==> config.mk <==
export PLATFORM = sky130hd
export DESIGN_NAME = bmp_stream_pixel_decoder_flat
export DESIGN_NICKNAME = d
export VERILOG_FILES = /design/src/design/bsd_pkg.sv /design/src/design/bsd_if.sv /design/src/design/bsd_ctrl.sv /design/src/design/bsd_datapath.sv /design/src/design/bmp_stream_pixel_decoder.sv /design/src/flat_wrapper.sv
export SDC_FILE = /design/constraint.sdc
export NUM_CORES = 2
export LEC_CHECK = 0
export BUFFER_PORTS_ARGS = -buffer_cell sky130_fd_sc_hd__buf_4
export CAP_MARGIN = 20
export CORE_UTILIZATION = 58
export CTS_BUF_LIST = sky130_fd_sc_hd__clkbuf_8 sky130_fd_sc_hd__clkbuf_16
export DETAILED_ROUTE_END_ITERATION = 10
export PLACE_DENSITY = 0.87
export SLEW_MARGIN = 20
export SYNTH_ARGS = -nofsm -noshare
export SYNTH_HDL_FRONTEND = slang
export SYNTH_SLANG_ARGS = --single-unit
==> constraint.sdc <==
create_clock -name clk -period 5.5 [get_ports clk]
set_input_delay 0.825 -clock clk [delete_from_list [all_inputs] [get_ports clk]]
set_output_delay 0.825 -clock clk [all_outputs]
set_load 0.02 [all_outputs]
==> src/design/bsd_pkg.sv <==
// Shared types and constants of the bitmap stream pixel decoder.
// No dependencies; the controller, the datapath and the top level import this package.
`timescale 1ns / 1ps
`default_nettype none

package bsd_pkg;

    localparam int DEF_MAX_WIDTH  = 1024;
    localparam int DEF_MAX_HEIGHT = 1024;

    // File header layout, byte offsets from the start of the file.
    localparam int HDR_LEN    = 54;
    localparam int HDR_LAST   = 53;
    localparam int AT_OFFS    = 10;
    localparam int AT_DIB     = 14;
    localparam int AT_WIDTH   = 18;
    localparam int AT_HEIGHT  = 22;
    localparam int AT_BPP     = 28;
    localparam int AT_COMP    = 30;

    localparam logic [7:0] SIG_B = 8'h42;
    localparam logic [7:0] SIG_M = 8'h4D;

    localparam int MIN_DIB    = 40;
    localparam int PAL_BASE   = 14;
    localparam int PAL_LEN    = 8;
    localparam int DEPTH_MONO = 1;
    localparam int DEPTH_RGB  = 24;

    typedef enum logic [2:0] {
        PH_HEADER,
        PH_GAP,
        PH_PIXELS,
        PH_PENDING,
        PH_DONE
    } phase_t;

    typedef enum logic [1:0] {
        KIND_PIXEL,
        KIND_HEADER_OK,
        KIND_END
    } kind_t;

    typedef enum logic [3:0] {
        STS_OK,
        STS_SHORT,
        STS_SIGNATURE,
        STS_HEADER,
        STS_COMPRESSED,
        STS_DEPTH,
        STS_WIDTH,
        STS_HEIGHT,
        STS_TRUNCATED,
        STS_PALETTE,
        STS_TOO_LARGE
    } status_t;

    typedef enum logic [2:0] {
        CS_IDLE,
        CS_DECODE,
        CS_CHK_A,
        CS_CHK_B,
        CS_CHK_C,
        CS_BIT,
        CS_RGB,
        CS_ROW
    } ctrl_state_t;

    typedef struct packed {
        logic latch;
        logic store_hdr;
        logic set_done;
        logic emit_short;
        logic chk_a;
        logic chk_b;
        logic chk_fin;
        logic gap_step;
        logic emit_finish;
        logic bit_step;
        logic rgb_step;
        logic row_step;
    } bsd_cmd_t;

    typedef struct packed {
        phase_t phase;
        logic   short_file;
        logic   hdr_pos_ok;
        logic   hdr_last;
        logic   mono;
        logic   bit_last;
        logic   out_free;
    } bsd_stat_t;

endpackage

`default_nettype wire

==> src/design/bsd_if.sv <==
// Handshake channels of the decoder: file words in, result words out, config.
// Depends on nothing; used by the datapath and the top level.
`timescale 1ns / 1ps
`default_nettype none

interface bsd_byte_if;
    logic       valid;
    logic       ready;
    logic [7:0] data_byte;
    modport source (output valid, output data_byte, input ready);
    modport sink (input valid, input data_byte, output ready);
endinterface

interface bsd_item_if;
    logic       valid;
    logic       ready;
    logic [1:0] item_kind;
    logic [3:0] status;
    logic [9:0] column;
    logic [9:0] line;
    logic [7:0] red;
    logic [7:0] green;
    logic [7:0] blue;
    logic       run_end;
    modport source (output valid, output item_kind, output status, output column,
                    output line, output red, output green, output blue,
                    output run_end, input ready);
    modport sink (input valid, input item_kind, input status, input column,
                  input line, input red, input green, input blue,
                  input run_end, output ready);
endinterface

interface bsd_cfg_if;
    logic        valid;
    logic        ready;
    logic [31:0] file_length;
    modport source (output valid, output file_length, input ready);
    modport sink (input valid, input file_length, output ready);
endinterface

`default_nettype wire

==> src/design/bsd_ctrl.sv <==
// Controller of the decoder: sequences header checks and pixel emission.
// Depends on bsd_pkg.
`timescale 1ns / 1ps
`default_nettype none

module bsd_ctrl (
    input  wire logic              clk,
    input  wire logic              rst_n,
    input  wire logic              in_valid,
    output logic                   in_ready,
    input  wire bsd_pkg::bsd_stat_t stat,
    output bsd_pkg::bsd_cmd_t      cmd
);
    import bsd_pkg::*;

    ctrl_state_t state_reg;
    ctrl_state_t state_next;

    always_ff @(posedge clk or negedge rst_n)
    begin
        if (!rst_n)
        begin
            state_reg <= CS_IDLE;
        end
        else
        begin
            state_reg <= state_next;
        end
    end

    always_comb
    begin
        state_next = state_reg;
        cmd        = '0;
        in_ready   = 1'b0;
        unique case (state_reg)
            CS_IDLE:
            begin
                in_ready = 1'b1;
                if (in_valid)
                begin
                    cmd.latch  = 1'b1;
                    state_next = CS_DECODE;
                end
            end
            CS_DECODE:
            begin
                // Every action waits until the output register can take a word.
                if (stat.out_free)
                begin
                    state_next = CS_IDLE;
                    unique case (stat.phase)
                        PH_HEADER:
                        begin
                            if (stat.short_file)
                            begin
                                cmd.emit_short = 1'b1;
                            end
                            else if (stat.hdr_pos_ok)
                            begin
                                cmd.store_hdr = 1'b1;
                                if (stat.hdr_last)
                                begin
                                    state_next = CS_CHK_A;
                                end
                            end
                            else
                            begin
                                cmd.set_done = 1'b1;
                            end
                        end
                        PH_GAP:
                        begin
                            cmd.gap_step = 1'b1;
                        end
                        PH_PIXELS:
                        begin
                            state_next = stat.mono ? CS_BIT : CS_RGB;
                        end
                        PH_PENDING:
                        begin
                            cmd.emit_finish = 1'b1;
                        end
                        default:
                        begin
                            state_next = CS_IDLE;
                        end
                    endcase
                end
            end
            CS_CHK_A:
            begin
                cmd.chk_a  = 1'b1;
                state_next = CS_CHK_B;
            end
            CS_CHK_B:
            begin
                cmd.chk_b  = 1'b1;
                state_next = CS_CHK_C;
            end
            CS_CHK_C:
            begin
                if (stat.out_free)
                begin
                    cmd.chk_fin = 1'b1;
                    state_next  = CS_IDLE;
                end
            end
            CS_BIT:
            begin
                if (stat.out_free)
                begin
                    cmd.bit_step = 1'b1;
                    if (stat.bit_last)
                    begin
                        state_next = CS_ROW;
                    end
                end
            end
            CS_RGB:
            begin
                if (stat.out_free)
                begin
                    cmd.rgb_step = 1'b1;
                    state_next   = CS_ROW;
                end
            end
            CS_ROW:
            begin
                if (stat.out_free)
                begin
                    cmd.row_step = 1'b1;
                    state_next   = CS_IDLE;
                end
            end
            default:
            begin
                state_next = CS_IDLE;
            end
        endcase
    end

endmodule

`default_nettype wire

==> src/design/bsd_datapath.sv <==
// Datapath of the decoder: header fields, checks, palette, row walk, output word.
// Depends on bsd_pkg and the channel interfaces in bsd_if.sv.
`timescale 1ns / 1ps
`default_nettype none

module bsd_datapath #(
    parameter int MAX_WIDTH  = bsd_pkg::DEF_MAX_WIDTH,
    parameter int MAX_HEIGHT = bsd_pkg::DEF_MAX_HEIGHT
) (
    input  wire logic               clk,
    input  wire logic               rst_n,
    input  wire logic [7:0]         data_byte,
    bsd_cfg_if.sink                 cfg,
    bsd_item_if.source              items,
    input  wire bsd_pkg::bsd_cmd_t  cmd,
    output bsd_pkg::bsd_stat_t      stat
);
    import bsd_pkg::*;

    localparam int STRIDE_MAX = ((MAX_WIDTH * DEPTH_RGB + 31) / 32) * 4;
    localparam int SW = $clog2(STRIDE_MAX + 1);
    localparam int CW = $clog2(MAX_WIDTH + 1);
    localparam int RW = $clog2(MAX_HEIGHT + 1);
    localparam int XW = SW + 3;
    localparam int PW = SW + RW;
    localparam int BW = CW + 5;

    // Control state.
    logic [31:0] byte_position_reg;
    logic [31:0] file_length_reg;
    phase_t      phase_reg, phase_next;
    logic [CW-1:0] col_reg, col_next;
    logic [RW-1:0] row_reg, row_next;
    logic [SW-1:0] bir_reg, bir_next;
    logic [1:0]  mod3_reg, mod3_next;
    logic [2:0]  k_reg;
    logic        bright_one_reg, bright_one_next;
    logic [23:0] pal_dark_reg, pal_dark_next;
    logic [23:0] pal_bright_reg, pal_bright_next;
    logic        out_valid_reg;

    // Payload.
    logic [31:0] pos_reg;
    logic [7:0]  byte_reg;
    logic [7:0]  sig0_reg, sig1_reg;
    logic [31:0] offs_reg, dib_reg, width_reg, height_reg, comp_reg;
    logic [15:0] bpp_reg;
    status_t     code_reg;
    logic [SW-1:0] stride_reg;
    logic [RW-1:0] hgt_reg;
    logic [CW-1:0] wn_reg;
    logic [SW-1:0] w3_reg;
    logic        top_down_reg;
    logic [PW-1:0] prod_reg;
    logic [32:0] pal_end_reg;
    logic [15:0] partial_reg;
    logic [1:0]  kind_reg;
    logic [3:0]  status_reg;
    logic [9:0]  column_reg, line_reg;
    logic [7:0]  red_reg, green_reg, blue_reg;
    logic        run_end_reg;

    // Output word being loaded.
    logic        load;
    kind_t       kind_next;
    status_t     status_next;
    logic [9:0]  column_next, line_next;
    logic [7:0]  red_next, green_next, blue_next;
    logic        run_end_next;

    logic [5:0]  pos6;
    logic        mono;
    logic [31:0] hmag;
    logic [CW-1:0] w_n;
    logic [BW-1:0] wbits;
    logic [BW:0] stride_sum;
    status_t     code_a, code_c;
    logic [32:0] end_sum;
    logic [32:0] pal_start, pos_ext, pal_diff;
    logic        in_pal;
    logic [2:0]  pal_off;
    logic [9:0]  lum_dark, lum_bright;
    logic        lum_gt;
    logic [XW-1:0] x_pix, w_x;
    logic        pix_ok, pix_last, bit7_bad;
    logic        row_end, last_row, fin_now;
    logic [RW-1:0] y_n;
    logic        pix_bit, lit;
    logic [23:0] pix_color;
    logic        rgb_emit;
    logic [4:0]  r5, b5;
    logic [5:0]  g6;

    assign cfg.ready = 1'b1;
    assign pos6      = pos_reg[5:0];
    assign mono      = (bpp_reg == 16'(DEPTH_MONO));
    assign hmag      = height_reg[31] ? (32'd0 - height_reg) : height_reg;
    assign w_n       = width_reg[CW-1:0];
    assign wbits     = mono ? BW'(w_n) : ((BW'(w_n) << 4) + (BW'(w_n) << 3));
    assign stride_sum = (BW + 1)'(wbits) + (BW + 1)'(31);

    always_comb
    begin
        priority if (sig0_reg != SIG_B || sig1_reg != SIG_M)
            code_a = STS_SIGNATURE;
        else if (dib_reg < 32'(MIN_DIB) || offs_reg < 32'(HDR_LEN))
            code_a = STS_HEADER;
        else if (comp_reg != 32'd0)
            code_a = STS_COMPRESSED;
        else if (bpp_reg != 16'(DEPTH_MONO) && bpp_reg != 16'(DEPTH_RGB))
            code_a = STS_DEPTH;
        else if (width_reg == 32'd0 || width_reg[31])
            code_a = STS_WIDTH;
        else if (height_reg == 32'd0)
            code_a = STS_HEIGHT;
        else if (width_reg > 32'(MAX_WIDTH) || hmag > 32'(MAX_HEIGHT))
            code_a = STS_TOO_LARGE;
        else
            code_a = STS_OK;
    end

    assign end_sum = {1'b0, offs_reg} + 33'(prod_reg);

    always_comb
    begin
        priority if (code_reg != STS_OK)
            code_c = code_reg;
        else if (end_sum > {1'b0, file_length_reg})
            code_c = STS_TRUNCATED;
        else if (mono && (pal_end_reg > {1'b0, file_length_reg} ||
                          pal_end_reg > {1'b0, offs_reg}))
            code_c = STS_PALETTE;
        else
            code_c = STS_OK;
    end

    // Palette window in the gap between the header and the pixel data.
    assign pal_start  = 33'(PAL_BASE) + {1'b0, dib_reg};
    assign pos_ext    = {1'b0, pos_reg};
    assign pal_diff   = pos_ext - pal_start;
    assign in_pal     = mono && (pos_ext >= pal_start) && (pal_diff < 33'(PAL_LEN));
    assign pal_off    = pal_diff[2:0];
    assign lum_dark   = 10'(pal_dark_reg[23:16]) + 10'(pal_dark_reg[15:8]) +
                        10'(pal_dark_reg[7:0]);
    assign lum_bright = 10'(pal_bright_reg[23:16]) + 10'(pal_bright_reg[15:8]) +
                        10'(pal_bright_reg[7:0]);
    assign lum_gt     = lum_bright > lum_dark;

    // Pixel position within the row and end-of-image detection.
    assign x_pix    = {bir_reg, k_reg};
    assign w_x      = XW'(wn_reg);
    assign pix_ok   = x_pix < w_x;
    assign pix_last = (k_reg == 3'd7) || ((x_pix + XW'(1)) >= w_x);
    assign bit7_bad = {bir_reg, 3'b111} >= w_x;
    assign row_end  = (bir_reg + SW'(1)) >= stride_reg;
    assign last_row = row_end && (((RW + 1)'(row_reg) + (RW + 1)'(1)) >= (RW + 1)'(hgt_reg));
    // A mono byte that fills all eight pixels defers the end word to the next byte.
    assign fin_now  = last_row && (!mono || bit7_bad);
    assign y_n      = top_down_reg ? row_reg : (hgt_reg - RW'(1) - row_reg);
    assign pix_bit  = byte_reg[3'd7 - k_reg];
    assign lit      = bright_one_reg ? pix_bit : ~pix_bit;
    assign pix_color = lit ? pal_bright_reg : pal_dark_reg;
    assign rgb_emit = (bir_reg < w3_reg) && (mod3_reg == 2'd2);
    assign r5       = byte_reg[7:3];
    assign g6       = partial_reg[15:10];
    assign b5       = partial_reg[7:3];

    always_comb
    begin
        stat.phase      = phase_reg;
        stat.short_file = (pos_reg == 32'd0) && (file_length_reg < 32'(HDR_LEN));
        stat.hdr_pos_ok = pos_reg < 32'(HDR_LEN);
        stat.hdr_last   = pos_reg == 32'(HDR_LAST);
        stat.mono       = mono;
        stat.bit_last   = k_reg == 3'd7;
        stat.out_free   = !out_valid_reg || items.ready;
    end

    always_comb
    begin
        phase_next      = phase_reg;
        col_next        = col_reg;
        row_next        = row_reg;
        bir_next        = bir_reg;
        mod3_next       = mod3_reg;
        bright_one_next = bright_one_reg;
        pal_dark_next   = pal_dark_reg;
        pal_bright_next = pal_bright_reg;
        load            = 1'b0;
        kind_next       = KIND_END;
        status_next     = STS_OK;
        column_next     = 10'd0;
        line_next       = 10'd0;
        red_next        = 8'd0;
        green_next      = 8'd0;
        blue_next       = 8'd0;
        run_end_next    = 1'b1;

        if (cmd.emit_short)
        begin
            load        = 1'b1;
            status_next = STS_SHORT;
            phase_next  = PH_DONE;
        end
        if (cmd.set_done)
        begin
            phase_next = PH_DONE;
        end
        if (cmd.chk_fin)
        begin
            load = 1'b1;
            if (code_c != STS_OK)
            begin
                status_next = code_c;
                phase_next  = PH_DONE;
            end
            else
            begin
                kind_next  = KIND_HEADER_OK;
                phase_next = (offs_reg == 32'(HDR_LEN)) ? PH_PIXELS : PH_GAP;
            end
        end
        if (cmd.gap_step)
        begin
            if (in_pal)
            begin
                if (pal_off[1:0] != 2'd3)
                begin
                    if (!pal_off[2])
                        pal_dark_next[8 * pal_off[1:0] +: 8] = byte_reg;
                    else
                        pal_bright_next[8 * pal_off[1:0] +: 8] = byte_reg;
                end
                if (pal_off == 3'd7)
                begin
                    bright_one_next = lum_gt;
                    pal_dark_next   = lum_gt ? pal_dark_reg : pal_bright_reg;
                    pal_bright_next = lum_gt ? pal_bright_reg : pal_dark_reg;
                end
            end
            if (pos_reg + 32'd1 == offs_reg)
            begin
                phase_next = PH_PIXELS;
            end
        end
        if (cmd.emit_finish)
        begin
            load       = 1'b1;
            phase_next = PH_DONE;
        end
        if (cmd.bit_step && pix_ok)
        begin
            load         = 1'b1;
            kind_next    = KIND_PIXEL;
            column_next  = 10'(col_reg);
            line_next    = 10'(y_n);
            red_next     = pix_color[23:16];
            green_next   = pix_color[15:8];
            blue_next    = pix_color[7:0];
            run_end_next = pix_last && !fin_now;
            col_next     = col_reg + CW'(1);
        end
        if (cmd.rgb_step && rgb_emit)
        begin
            load         = 1'b1;
            kind_next    = KIND_PIXEL;
            column_next  = 10'(col_reg);
            line_next    = 10'(y_n);
            red_next     = {r5, r5[4:2]};
            green_next   = {g6, g6[5:4]};
            blue_next    = {b5, b5[4:2]};
            run_end_next = !fin_now;
            col_next     = col_reg + CW'(1);
        end
        if (cmd.row_step)
        begin
            if (row_end)
            begin
                bir_next  = '0;
                col_next  = '0;
                mod3_next = 2'd0;
                row_next  = row_reg + RW'(1);
                if (last_row)
                begin
                    if (fin_now)
                    begin
                        load       = 1'b1;
                        phase_next = PH_DONE;
                    end
                    else
                    begin
                        phase_next = PH_PENDING;
                    end
                end
            end
            else
            begin
                bir_next  = bir_reg + SW'(1);
                mod3_next = (mod3_reg == 2'd2) ? 2'd0 : mod3_reg + 2'd1;
            end
        end
    end

    always_ff @(posedge clk or negedge rst_n)
    begin
        if (!rst_n)
        begin
            byte_position_reg <= '0;
            file_length_reg   <= '0;
            phase_reg         <= PH_HEADER;
            col_reg           <= '0;
            row_reg           <= '0;
            bir_reg           <= '0;
            mod3_reg          <= '0;
            k_reg             <= '0;
            bright_one_reg    <= 1'b0;
            pal_dark_reg      <= '0;
            pal_bright_reg    <= '0;
            out_valid_reg     <= 1'b0;
        end
        else
        begin
            if (cfg.valid)
            begin
                file_length_reg <= cfg.file_length;
            end
            if (cmd.latch)
            begin
                byte_position_reg <= byte_position_reg + 32'd1;
                k_reg             <= '0;
            end
            else if (cmd.bit_step)
            begin
                k_reg <= k_reg + 3'd1;
            end
            phase_reg      <= phase_next;
            col_reg        <= col_next;
            row_reg        <= row_next;
            bir_reg        <= bir_next;
            mod3_reg       <= mod3_next;
            bright_one_reg <= bright_one_next;
            pal_dark_reg   <= pal_dark_next;
            pal_bright_reg <= pal_bright_next;
            if (load)
                out_valid_reg <= 1'b1;
            else if (items.ready)
                out_valid_reg <= 1'b0;
        end
    end

    always_ff @(posedge clk)
    begin
        if (cmd.latch)
        begin
            pos_reg  <= byte_position_reg;
            byte_reg <= data_byte;
        end
        if (cmd.store_hdr)
        begin
            if (pos6 == 6'd0)
                sig0_reg <= byte_reg;
            if (pos6 == 6'd1)
                sig1_reg <= byte_reg;
            if (pos6 >= 6'(AT_OFFS) && pos6 < 6'(AT_OFFS + 4))
                offs_reg[8 * 2'(pos6 - 6'(AT_OFFS)) +: 8] <= byte_reg;
            if (pos6 >= 6'(AT_DIB) && pos6 < 6'(AT_DIB + 4))
                dib_reg[8 * 2'(pos6 - 6'(AT_DIB)) +: 8] <= byte_reg;
            if (pos6 >= 6'(AT_WIDTH) && pos6 < 6'(AT_WIDTH + 4))
                width_reg[8 * 2'(pos6 - 6'(AT_WIDTH)) +: 8] <= byte_reg;
            if (pos6 >= 6'(AT_HEIGHT) && pos6 < 6'(AT_HEIGHT + 4))
                height_reg[8 * 2'(pos6 - 6'(AT_HEIGHT)) +: 8] <= byte_reg;
            if (pos6 >= 6'(AT_BPP) && pos6 < 6'(AT_BPP + 2))
                bpp_reg[8 * 1'(pos6 - 6'(AT_BPP)) +: 8] <= byte_reg;
            if (pos6 >= 6'(AT_COMP) && pos6 < 6'(AT_COMP + 4))
                comp_reg[8 * 2'(pos6 - 6'(AT_COMP)) +: 8] <= byte_reg;
        end
        if (cmd.chk_a)
        begin
            code_reg     <= code_a;
            stride_reg   <= SW'({stride_sum[BW:5], 2'b00});
            hgt_reg      <= hmag[RW-1:0];
            wn_reg       <= w_n;
            w3_reg       <= SW'({w_n, 1'b0}) + SW'(w_n);
            top_down_reg <= height_reg[31];
        end
        if (cmd.chk_b)
        begin
            prod_reg    <= PW'(stride_reg) * PW'(hgt_reg);
            pal_end_reg <= pal_start + 33'(PAL_LEN);
        end
        if (cmd.rgb_step && (bir_reg < w3_reg))
        begin
            if (mod3_reg == 2'd0)
                partial_reg <= {8'd0, byte_reg};
            else if (mod3_reg == 2'd1)
                partial_reg <= {byte_reg, partial_reg[7:0]};
        end
        if (load)
        begin
            kind_reg    <= kind_next;
            status_reg  <= status_next;
            column_reg  <= column_next;
            line_reg    <= line_next;
            red_reg     <= red_next;
            green_reg   <= green_next;
            blue_reg    <= blue_next;
            run_end_reg <= run_end_next;
        end
    end

    assign items.valid     = out_valid_reg;
    assign items.item_kind = kind_reg;
    assign items.status    = status_reg;
    assign items.column    = column_reg;
    assign items.line      = line_reg;
    assign items.red       = red_reg;
    assign items.green     = green_reg;
    assign items.blue      = blue_reg;
    assign items.run_end   = run_end_reg;

endmodule

`default_nettype wire

==> src/design/bmp_stream_pixel_decoder.sv <==
// Each file word is latched in the idle state and handled in decode; the last header
// word then passes three check stages, a 24-bit pixel word the RGB and row states, and
// a 1-bit pixel word its eight bits, one pixel per cycle while the output is free.
// Results leave through a registered output word; a stalled output holds the controller.
// Reset clears all control state at once; there is no clearing pass.
`timescale 1ns / 1ps
`default_nettype none

module bmp_stream_pixel_decoder #(
    parameter int MAX_WIDTH  = bsd_pkg::DEF_MAX_WIDTH,
    parameter int MAX_HEIGHT = bsd_pkg::DEF_MAX_HEIGHT
) (
    input  wire logic  clk,
    input  wire logic  rst_n,
    bsd_cfg_if.sink    cfg,
    bsd_byte_if.sink   bytes,
    bsd_item_if.source items
);
    import bsd_pkg::*;

    bsd_cmd_t  cmd;
    bsd_stat_t stat;

    bsd_ctrl u_ctrl (
        .clk      (clk),
        .rst_n    (rst_n),
        .in_valid (bytes.valid),
        .in_ready (bytes.ready),
        .stat     (stat),
        .cmd      (cmd)
    );

    bsd_datapath #(
        .MAX_WIDTH  (MAX_WIDTH),
        .MAX_HEIGHT (MAX_HEIGHT)
    ) u_datapath (
        .clk       (clk),
        .rst_n     (rst_n),
        .data_byte (bytes.data_byte),
        .cfg       (cfg),
        .items     (items),
        .cmd       (cmd),
        .stat      (stat)
    );

`ifndef NO_ASSERTIONS
    a_pixel_ok: assert property (@(posedge clk) disable iff (!rst_n)
        items.valid && items.item_kind == KIND_PIXEL |-> items.status == STS_OK)
        else $error("pixel word carries a nonzero status");

    a_ctrl_zero: assert property (@(posedge clk) disable iff (!rst_n)
        items.valid && items.item_kind != KIND_PIXEL |->
            items.column == 10'd0 && items.line == 10'd0 && items.red == 8'd0 &&
            items.green == 8'd0 && items.blue == 8'd0 && items.run_end)
        else $error("header or end word carries pixel fields");

    a_done_sticky: assert property (@(posedge clk) disable iff (!rst_n)
        stat.phase == PH_DONE |=> stat.phase == PH_DONE)
        else $error("decoder left the done phase without reset");
`endif

endmodule

`default_nettype wire

==> src/flat_wrapper.sv <==
// flat-port wrapper written by rule: the top's interface ports become plain ports
module bmp_stream_pixel_decoder_flat import bsd_pkg::*;
#(
    parameter int MAX_WIDTH  = bsd_pkg::DEF_MAX_WIDTH,
    parameter int MAX_HEIGHT = bsd_pkg::DEF_MAX_HEIGHT
)
  (clk, rst_n, cfg_valid, cfg_file_length, cfg_ready, bytes_valid, bytes_data_byte, bytes_ready, items_valid, items_item_kind, items_status, items_column, items_line, items_red, items_green, items_blue, items_run_end, items_ready);
  bsd_cfg_if cfg_i ();
  bsd_byte_if bytes_i ();
  bsd_item_if items_i ();
  input  wire logic clk;
  input  wire logic rst_n;
  input wire logic [$bits(cfg_i.valid)-1:0] cfg_valid;
  input wire logic [$bits(cfg_i.file_length)-1:0] cfg_file_length;
  output wire logic [$bits(cfg_i.ready)-1:0] cfg_ready;
  input wire logic [$bits(bytes_i.valid)-1:0] bytes_valid;
  input wire logic [$bits(bytes_i.data_byte)-1:0] bytes_data_byte;
  output wire logic [$bits(bytes_i.ready)-1:0] bytes_ready;
  output wire logic [$bits(items_i.valid)-1:0] items_valid;
  output wire logic [$bits(items_i.item_kind)-1:0] items_item_kind;
  output wire logic [$bits(items_i.status)-1:0] items_status;
  output wire logic [$bits(items_i.column)-1:0] items_column;
  output wire logic [$bits(items_i.line)-1:0] items_line;
  output wire logic [$bits(items_i.red)-1:0] items_red;
  output wire logic [$bits(items_i.green)-1:0] items_green;
  output wire logic [$bits(items_i.blue)-1:0] items_blue;
  output wire logic [$bits(items_i.run_end)-1:0] items_run_end;
  input wire logic [$bits(items_i.ready)-1:0] items_ready;
  assign cfg_i.valid = cfg_valid;
  assign cfg_i.file_length = cfg_file_length;
  assign cfg_ready = cfg_i.ready;
  assign bytes_i.valid = bytes_valid;
  assign bytes_i.data_byte = bytes_data_byte;
  assign bytes_ready = bytes_i.ready;
  assign items_valid = items_i.valid;
  assign items_item_kind = items_i.item_kind;
  assign items_status = items_i.status;
  assign items_column = items_i.column;
  assign items_line = items_i.line;
  assign items_red = items_i.red;
  assign items_green = items_i.green;
  assign items_blue = items_i.blue;
  assign items_run_end = items_i.run_end;
  assign items_i.ready = items_ready;
  bmp_stream_pixel_decoder #(.MAX_WIDTH(MAX_WIDTH), .MAX_HEIGHT(MAX_HEIGHT)) u_core (.clk(clk), .rst_n(rst_n), .cfg(cfg_i), .bytes(bytes_i), .items(items_i));
endmodule
==> results_tabular.tex <==
\begin{tabular}{lr}
\hline
Metric & Value \\
\hline
\multicolumn{2}{l}{\textbf{Outcome}} \\
Outcome & complete, no violations \\
\multicolumn{2}{l}{\textbf{Place}} \\
PortBufs & 97 \\
Routability-driven placement congestion ratio & 0.9945 \\
Post-DP HPWL & 77910 µm \\
Total placed instance area & 0.03955 mm² \\
\multicolumn{2}{l}{\textbf{Floorplanning}} \\
Core Footprint & 0.06331 mm² \\
Die span in y & 255.7 µm \\
Horiz. Die Dim & 255.7 µm \\
Die Area & 0.06538 mm² \\
Row count & 92 \\
Number of ports placed on the die boundary & 99 \\
Effective utilization at floorplan & 0.5896 \\
\multicolumn{2}{l}{\textbf{Routing}} \\
Total number of vias & 29.67k \\
Routed Antenna Nets & 0 \\
Routed wire length & 103300 µm \\
Iteration count of the initial detailed-routing pass & 8 \\
Starting DRT DRC Count & 3289 \\
Routed vias/inst & 6.344 \\
Drc violations & 0 \\
DR WL/cell & 22.08 µm \\
\multicolumn{2}{l}{\textbf{Power}} \\
Combinational power share & 0.093 \\
Share of power burned in the clock network & 0.414 \\
Pwr dens & 227.3 mW/mm² \\
Switching share of power & 0.2614 \\
VDD IR-drop max & 0.2516 mV \\
Leakage power & 17.51 nW \\
Sw Pwr & 2.478 mW \\
Int Power & 7.002 mW \\
Sequential power share & 0.493 \\
\multicolumn{2}{l}{\textbf{Clocking}} \\
Worst-skew pair later-pin latency & 0.67 ns \\
Number of H-tree levels & 2 \\
Inserted Clock Buffers & 59 \\
Hold-fix buffers at CTS & 0 \\
Clock tree root driver cell & sky130\_fd\_sc\_hd\_\_clkbuf\_16 \\
Clock slew at the register clock pins of the worst setup and hold paths & 0.06 ns \\
\# clock sinks & 554 \\
Clock Path Buffers & 3 \\
CTS tree & yes \\
\multicolumn{2}{l}{\textbf{Critical path}} \\
Required arrival time at the worst endpoint & 5.98 ns \\
Classification of the worst setup path & flop to flop \\
Endpoint of the most critical register-to-register path & u\_core.u\_datapath.items.item\_kind[1] \\
Worst setup slack for register-to-register paths & 0.15 ns \\
Critical path capture point type & flop \\
Launch instance of the worst register-to-register path & u\_core.u\_datapath.offs\_reg[9] \\
Highest net fanout along the worst path & 5 \\
Crit path launch type & flop \\
Arrival time of data at the critical path endpoint & 5.83 ns \\
Cell depth of the worst flop-to-flop path & 20 \\
\multicolumn{2}{l}{\textbf{Layout}} \\
Final net count & 4243 \\
FILL cells & 4573 \\
Combined area of the multi-input logic cells & 0.02010 mm² \\
Final Instance Area & 0.04171 mm² \\
Sequential Area & 0.01585 mm² \\
Area grow syn2layout & 11.72\% \\
Ratio of cells with drive above 1 in the final layout & 0.1092 \\
Number of flip-flops in the largest register & 33 \\
Fin util & 0.6588 \\
\multicolumn{2}{l}{\textbf{Timing}} \\
Worst relative slew slack & 0.1819 \\
Endpoints failing hold & 0 \\
Transition time at the pin with the least slew margin & 1.223 ns \\
Share of the clock period used by the worst path after layout & 0.9730 \\
Fmax & 186.9 MHz \\
Final-report setup violation count & 0 \\
Max-slew violation count & 0 \\
Clock skew after layout & 0.03330 ns \\
Time the worst path needs with I/O delays and setup & 5.351 ns \\
\multicolumn{2}{l}{\textbf{GRT}} \\
Vias in the first global route & 28.68k \\
Largest net degree at the start of global routing & 87 \\
Initial antenna violation count & 2 \\
Total gr overflow & 0 \\
Total routing resource utilization after global routing & 0.3098 \\
Global-route wire length before repair & 158900 µm \\
\multicolumn{2}{l}{\textbf{Logic synthesis}} \\
Synth Cell Area & 0.03733 mm² \\
Number of flops mapped to enable cells by yosys & 396 \\
Sequential share of the synthesized area & 0.4245 \\
Fraction of registers with async set or reset after synthesis & 0.2852 \\
Count of unique library cells instantiated by Yosys & 93 \\
Syn nets & 4077 \\
Predominant post-synthesis flop cell & sky130\_fd\_sc\_hd\_\_edfxtp\_1 \\
Number of instances in the synthesized netlist & 3612 \\
Number of register bits inferred by synthesis & 554 \\
Per-instance average area after synthesis & 10.33 µm² \\
Synthesis Warnings & 0 \\
\multicolumn{2}{l}{\textbf{Flow run}} \\
Max-cap viol count & 0 \\
\multicolumn{2}{l}{\textbf{Min path}} \\
Min-Delay Path Class & input pin to asynchronous set/reset pin \\
\hline
\end{tabular}
==> metrics by stage <==
stage | instances | setup WS, ns | TNS [ns] | total power, mW | hold slack [ns]
after floorplan | 3612 | 0.2551 | 0 | 5.236 | 0.4307
after global placement | 4547 | 0.1555 | 0 | 5.562 | 0.4491
after detailed placement | 4547 | -0.09035 | -0.09035 | 5.594 | 0.4542
after CTS | 4659 | 0.007986 | 0 | 9.464 | 0.1907
after global routing | 4675 | -0.006967 | -0.006967 | 9.720 | 0.2218
final | 4677 | 0.1486 | 0 | 9.480 | 0.1610
==> cell type report <==
class / count / share of cell area
antenna: 2 / 0.0001200
clock buffer: 67 / 0.03858
clock inverter: 45 / 0.007680
inverter: 293 / 0.02646
multi-input combinational: 2660 / 0.4820
sequential: 554 / 0.3799
tap: 846 / 0.02538
timing repair buffer: 210 / 0.03987
==> worst max-delay path: stages, from the launching register on <==
cell	delay, ns
sky130_fd_sc_hd__edfxtp_1	0.39
sky130_fd_sc_hd__ha_1	0.33
sky130_fd_sc_hd__a21o_1	0.21
sky130_fd_sc_hd__or3_1	0.31
sky130_fd_sc_hd__nor3_1	0.26
sky130_fd_sc_hd__nor4_2	0.11
sky130_fd_sc_hd__o311a_1	0.40
sky130_fd_sc_hd__o21a_1	0.20
sky130_fd_sc_hd__o21a_1	0.20
sky130_fd_sc_hd__o21ai_2	0.31
sky130_fd_sc_hd__nor2_1	0.11
sky130_fd_sc_hd__xnor2_1	0.14
sky130_fd_sc_hd__ha_1	0.31
sky130_fd_sc_hd__and4_1	0.18
sky130_fd_sc_hd__nand4_1	0.14
sky130_fd_sc_hd__or4_1	0.59
sky130_fd_sc_hd__a31oi_1	0.22
sky130_fd_sc_hd__o21bai_2	0.16
sky130_fd_sc_hd__and2_1	0.20
sky130_fd_sc_hd__and3_2	0.26
sky130_fd_sc_hd__nor3_1	0.15
==> cells in the mapped netlist, types with 9 or more instances <==
cell type / instances / area share
sky130_fd_sc_hd__mux2_4: 42 / 0.017
sky130_fd_sc_hd__xnor2_1: 172 / 0.040
sky130_fd_sc_hd__nand2b_1: 30 / 0.0050
sky130_fd_sc_hd__or4_1: 10 / 0.0020
sky130_fd_sc_hd__o211ai_1: 20 / 0.0040
sky130_fd_sc_hd__clkbuf_1: 98 / 0.0099
sky130_fd_sc_hd__and3_1: 40 / 0.0067
sky130_fd_sc_hd__o22ai_1: 9 / 0.0015
sky130_fd_sc_hd__nor2_1: 273 / 0.027
sky130_fd_sc_hd__a22o_1: 44 / 0.010
sky130_fd_sc_hd__nand4_1: 76 / 0.013
sky130_fd_sc_hd__edfxtp_1: 396 / 0.32
sky130_fd_sc_hd__o21a_1: 30 / 0.0060
sky130_fd_sc_hd__nand2_1: 318 / 0.032
sky130_fd_sc_hd__a211oi_1: 16 / 0.0032
sky130_fd_sc_hd__ha_1: 328 / 0.11
sky130_fd_sc_hd__fa_1: 92 / 0.049
sky130_fd_sc_hd__inv_1: 290 / 0.029
sky130_fd_sc_hd__a21oi_1: 154 / 0.021
sky130_fd_sc_hd__nand3_1: 96 / 0.013
sky130_fd_sc_hd__mux2i_1: 41 / 0.011
sky130_fd_sc_hd__or2_2: 15 / 0.0025
sky130_fd_sc_hd__a31oi_1: 26 / 0.0044
sky130_fd_sc_hd__or3_1: 23 / 0.0039
sky130_fd_sc_hd__nor4b_1: 9 / 0.0021
sky130_fd_sc_hd__a21o_1: 64 / 0.013
sky130_fd_sc_hd__nor4_1: 69 / 0.012
sky130_fd_sc_hd__nor2b_1: 49 / 0.0082
sky130_fd_sc_hd__and2_1: 36 / 0.0060
sky130_fd_sc_hd__o21bai_1: 16 / 0.0032
sky130_fd_sc_hd__nor3b_1: 12 / 0.0024
sky130_fd_sc_hd__o21ai_1: 15 / 0.0020
sky130_fd_sc_hd__nor3_1: 74 / 0.0099
sky130_fd_sc_hd__dfrtp_1: 158 / 0.11
sky130_fd_sc_hd__and4_1: 13 / 0.0031
sky130_fd_sc_hd__a21boi_0: 10 / 0.0020
sky130_fd_sc_hd__o2111ai_1: 11 / 0.0026
sky130_fd_sc_hd__o31ai_1: 16 / 0.0032
sky130_fd_sc_hd__xor2_1: 93 / 0.022
sky130_fd_sc_hd__o21ai_0: 177 / 0.024
==> power groups by stage <==
stage	clock, mW	sequential [mW]	combinational, mW
3_5_place_dp	0	4.75	0.846
3_3_place_gp	0	4.74	0.819
5_1_grt	4.11	4.67	0.941
2_1_floorplan	0	4.70	0.539
6_report	3.93	4.67	0.879
4_1_cts	3.95	4.67	0.853
==> kinds of logic after synthesis <==
group	share of synthesized area
xor+xnor	0.06218
flops	0.4245
other cells	0.0001005
compound gates	0.1230
buf+inv	0.04032
fa+ha+maj	0.1595
mux	0.03151
simple gates	0.1588
==> worst max-delay path by stage <==
| stage | from | to | slack [ns] | cells past startpoint |
|---|---|---|---|---|
| floorplan | u_core.u_ctrl.state_reg[0] | u_core.u_datapath.pal_end_reg[0] | 0.26 | 3 |
| global placement | u_core.u_datapath.hgt_reg[6] | u_core.u_datapath.prod_reg[22] | 0.16 | 17 |
| detailed placement | u_core.u_datapath.offs_reg[4] | u_core.u_datapath.items.item_kind[1] | -0.09 | 20 |
| CTS | u_core.u_datapath.hgt_reg[6] | u_core.u_datapath.prod_reg[22] | 0.008 | 17 |
| global route | u_core.u_datapath.hgt_reg[5] | u_core.u_datapath.prod_reg[22] | -0.007 | 18 |
| finish | u_core.u_datapath.offs_reg[9] | u_core.u_datapath.items.item_kind[1] | 0.15 | 20 |
==> placed cells by master (no fill, tap or decap), drive strengths merged, types with 93 or more instances in the layout <==
cell type	n
o21ai	192
nand2	318
nor2	274
ha	328
inv	308
a21oi	155
xor2	93
xnor2	172
nand3	96
buf	209
dfrtp	158
edfxtp	396
==> routing by layer <==
| layer | GRT usage | part of all wire | vias up |
|---|---|---|---|
| met5 | 0 | 0.00013 | - |
| met4 | 0.1598 | 0.057 | 2 |
| met3 | 0.05872 | 0.099 | 346 |
| met2 | 0.4937 | 0.46 | 1685 |
| met1 | 0.4039 | 0.39 | 14222 |
| li1 | - | - | 13415 |
==> what timing repair did <==
action,in CTS,in global routing
pin swaps,0,1
setup buffers,0,16
gates resized for setup,3,20
gates cloned,0,0
setup endpoints to repair,4,58
No activity file was read; power rests on OpenSTA's default activity.
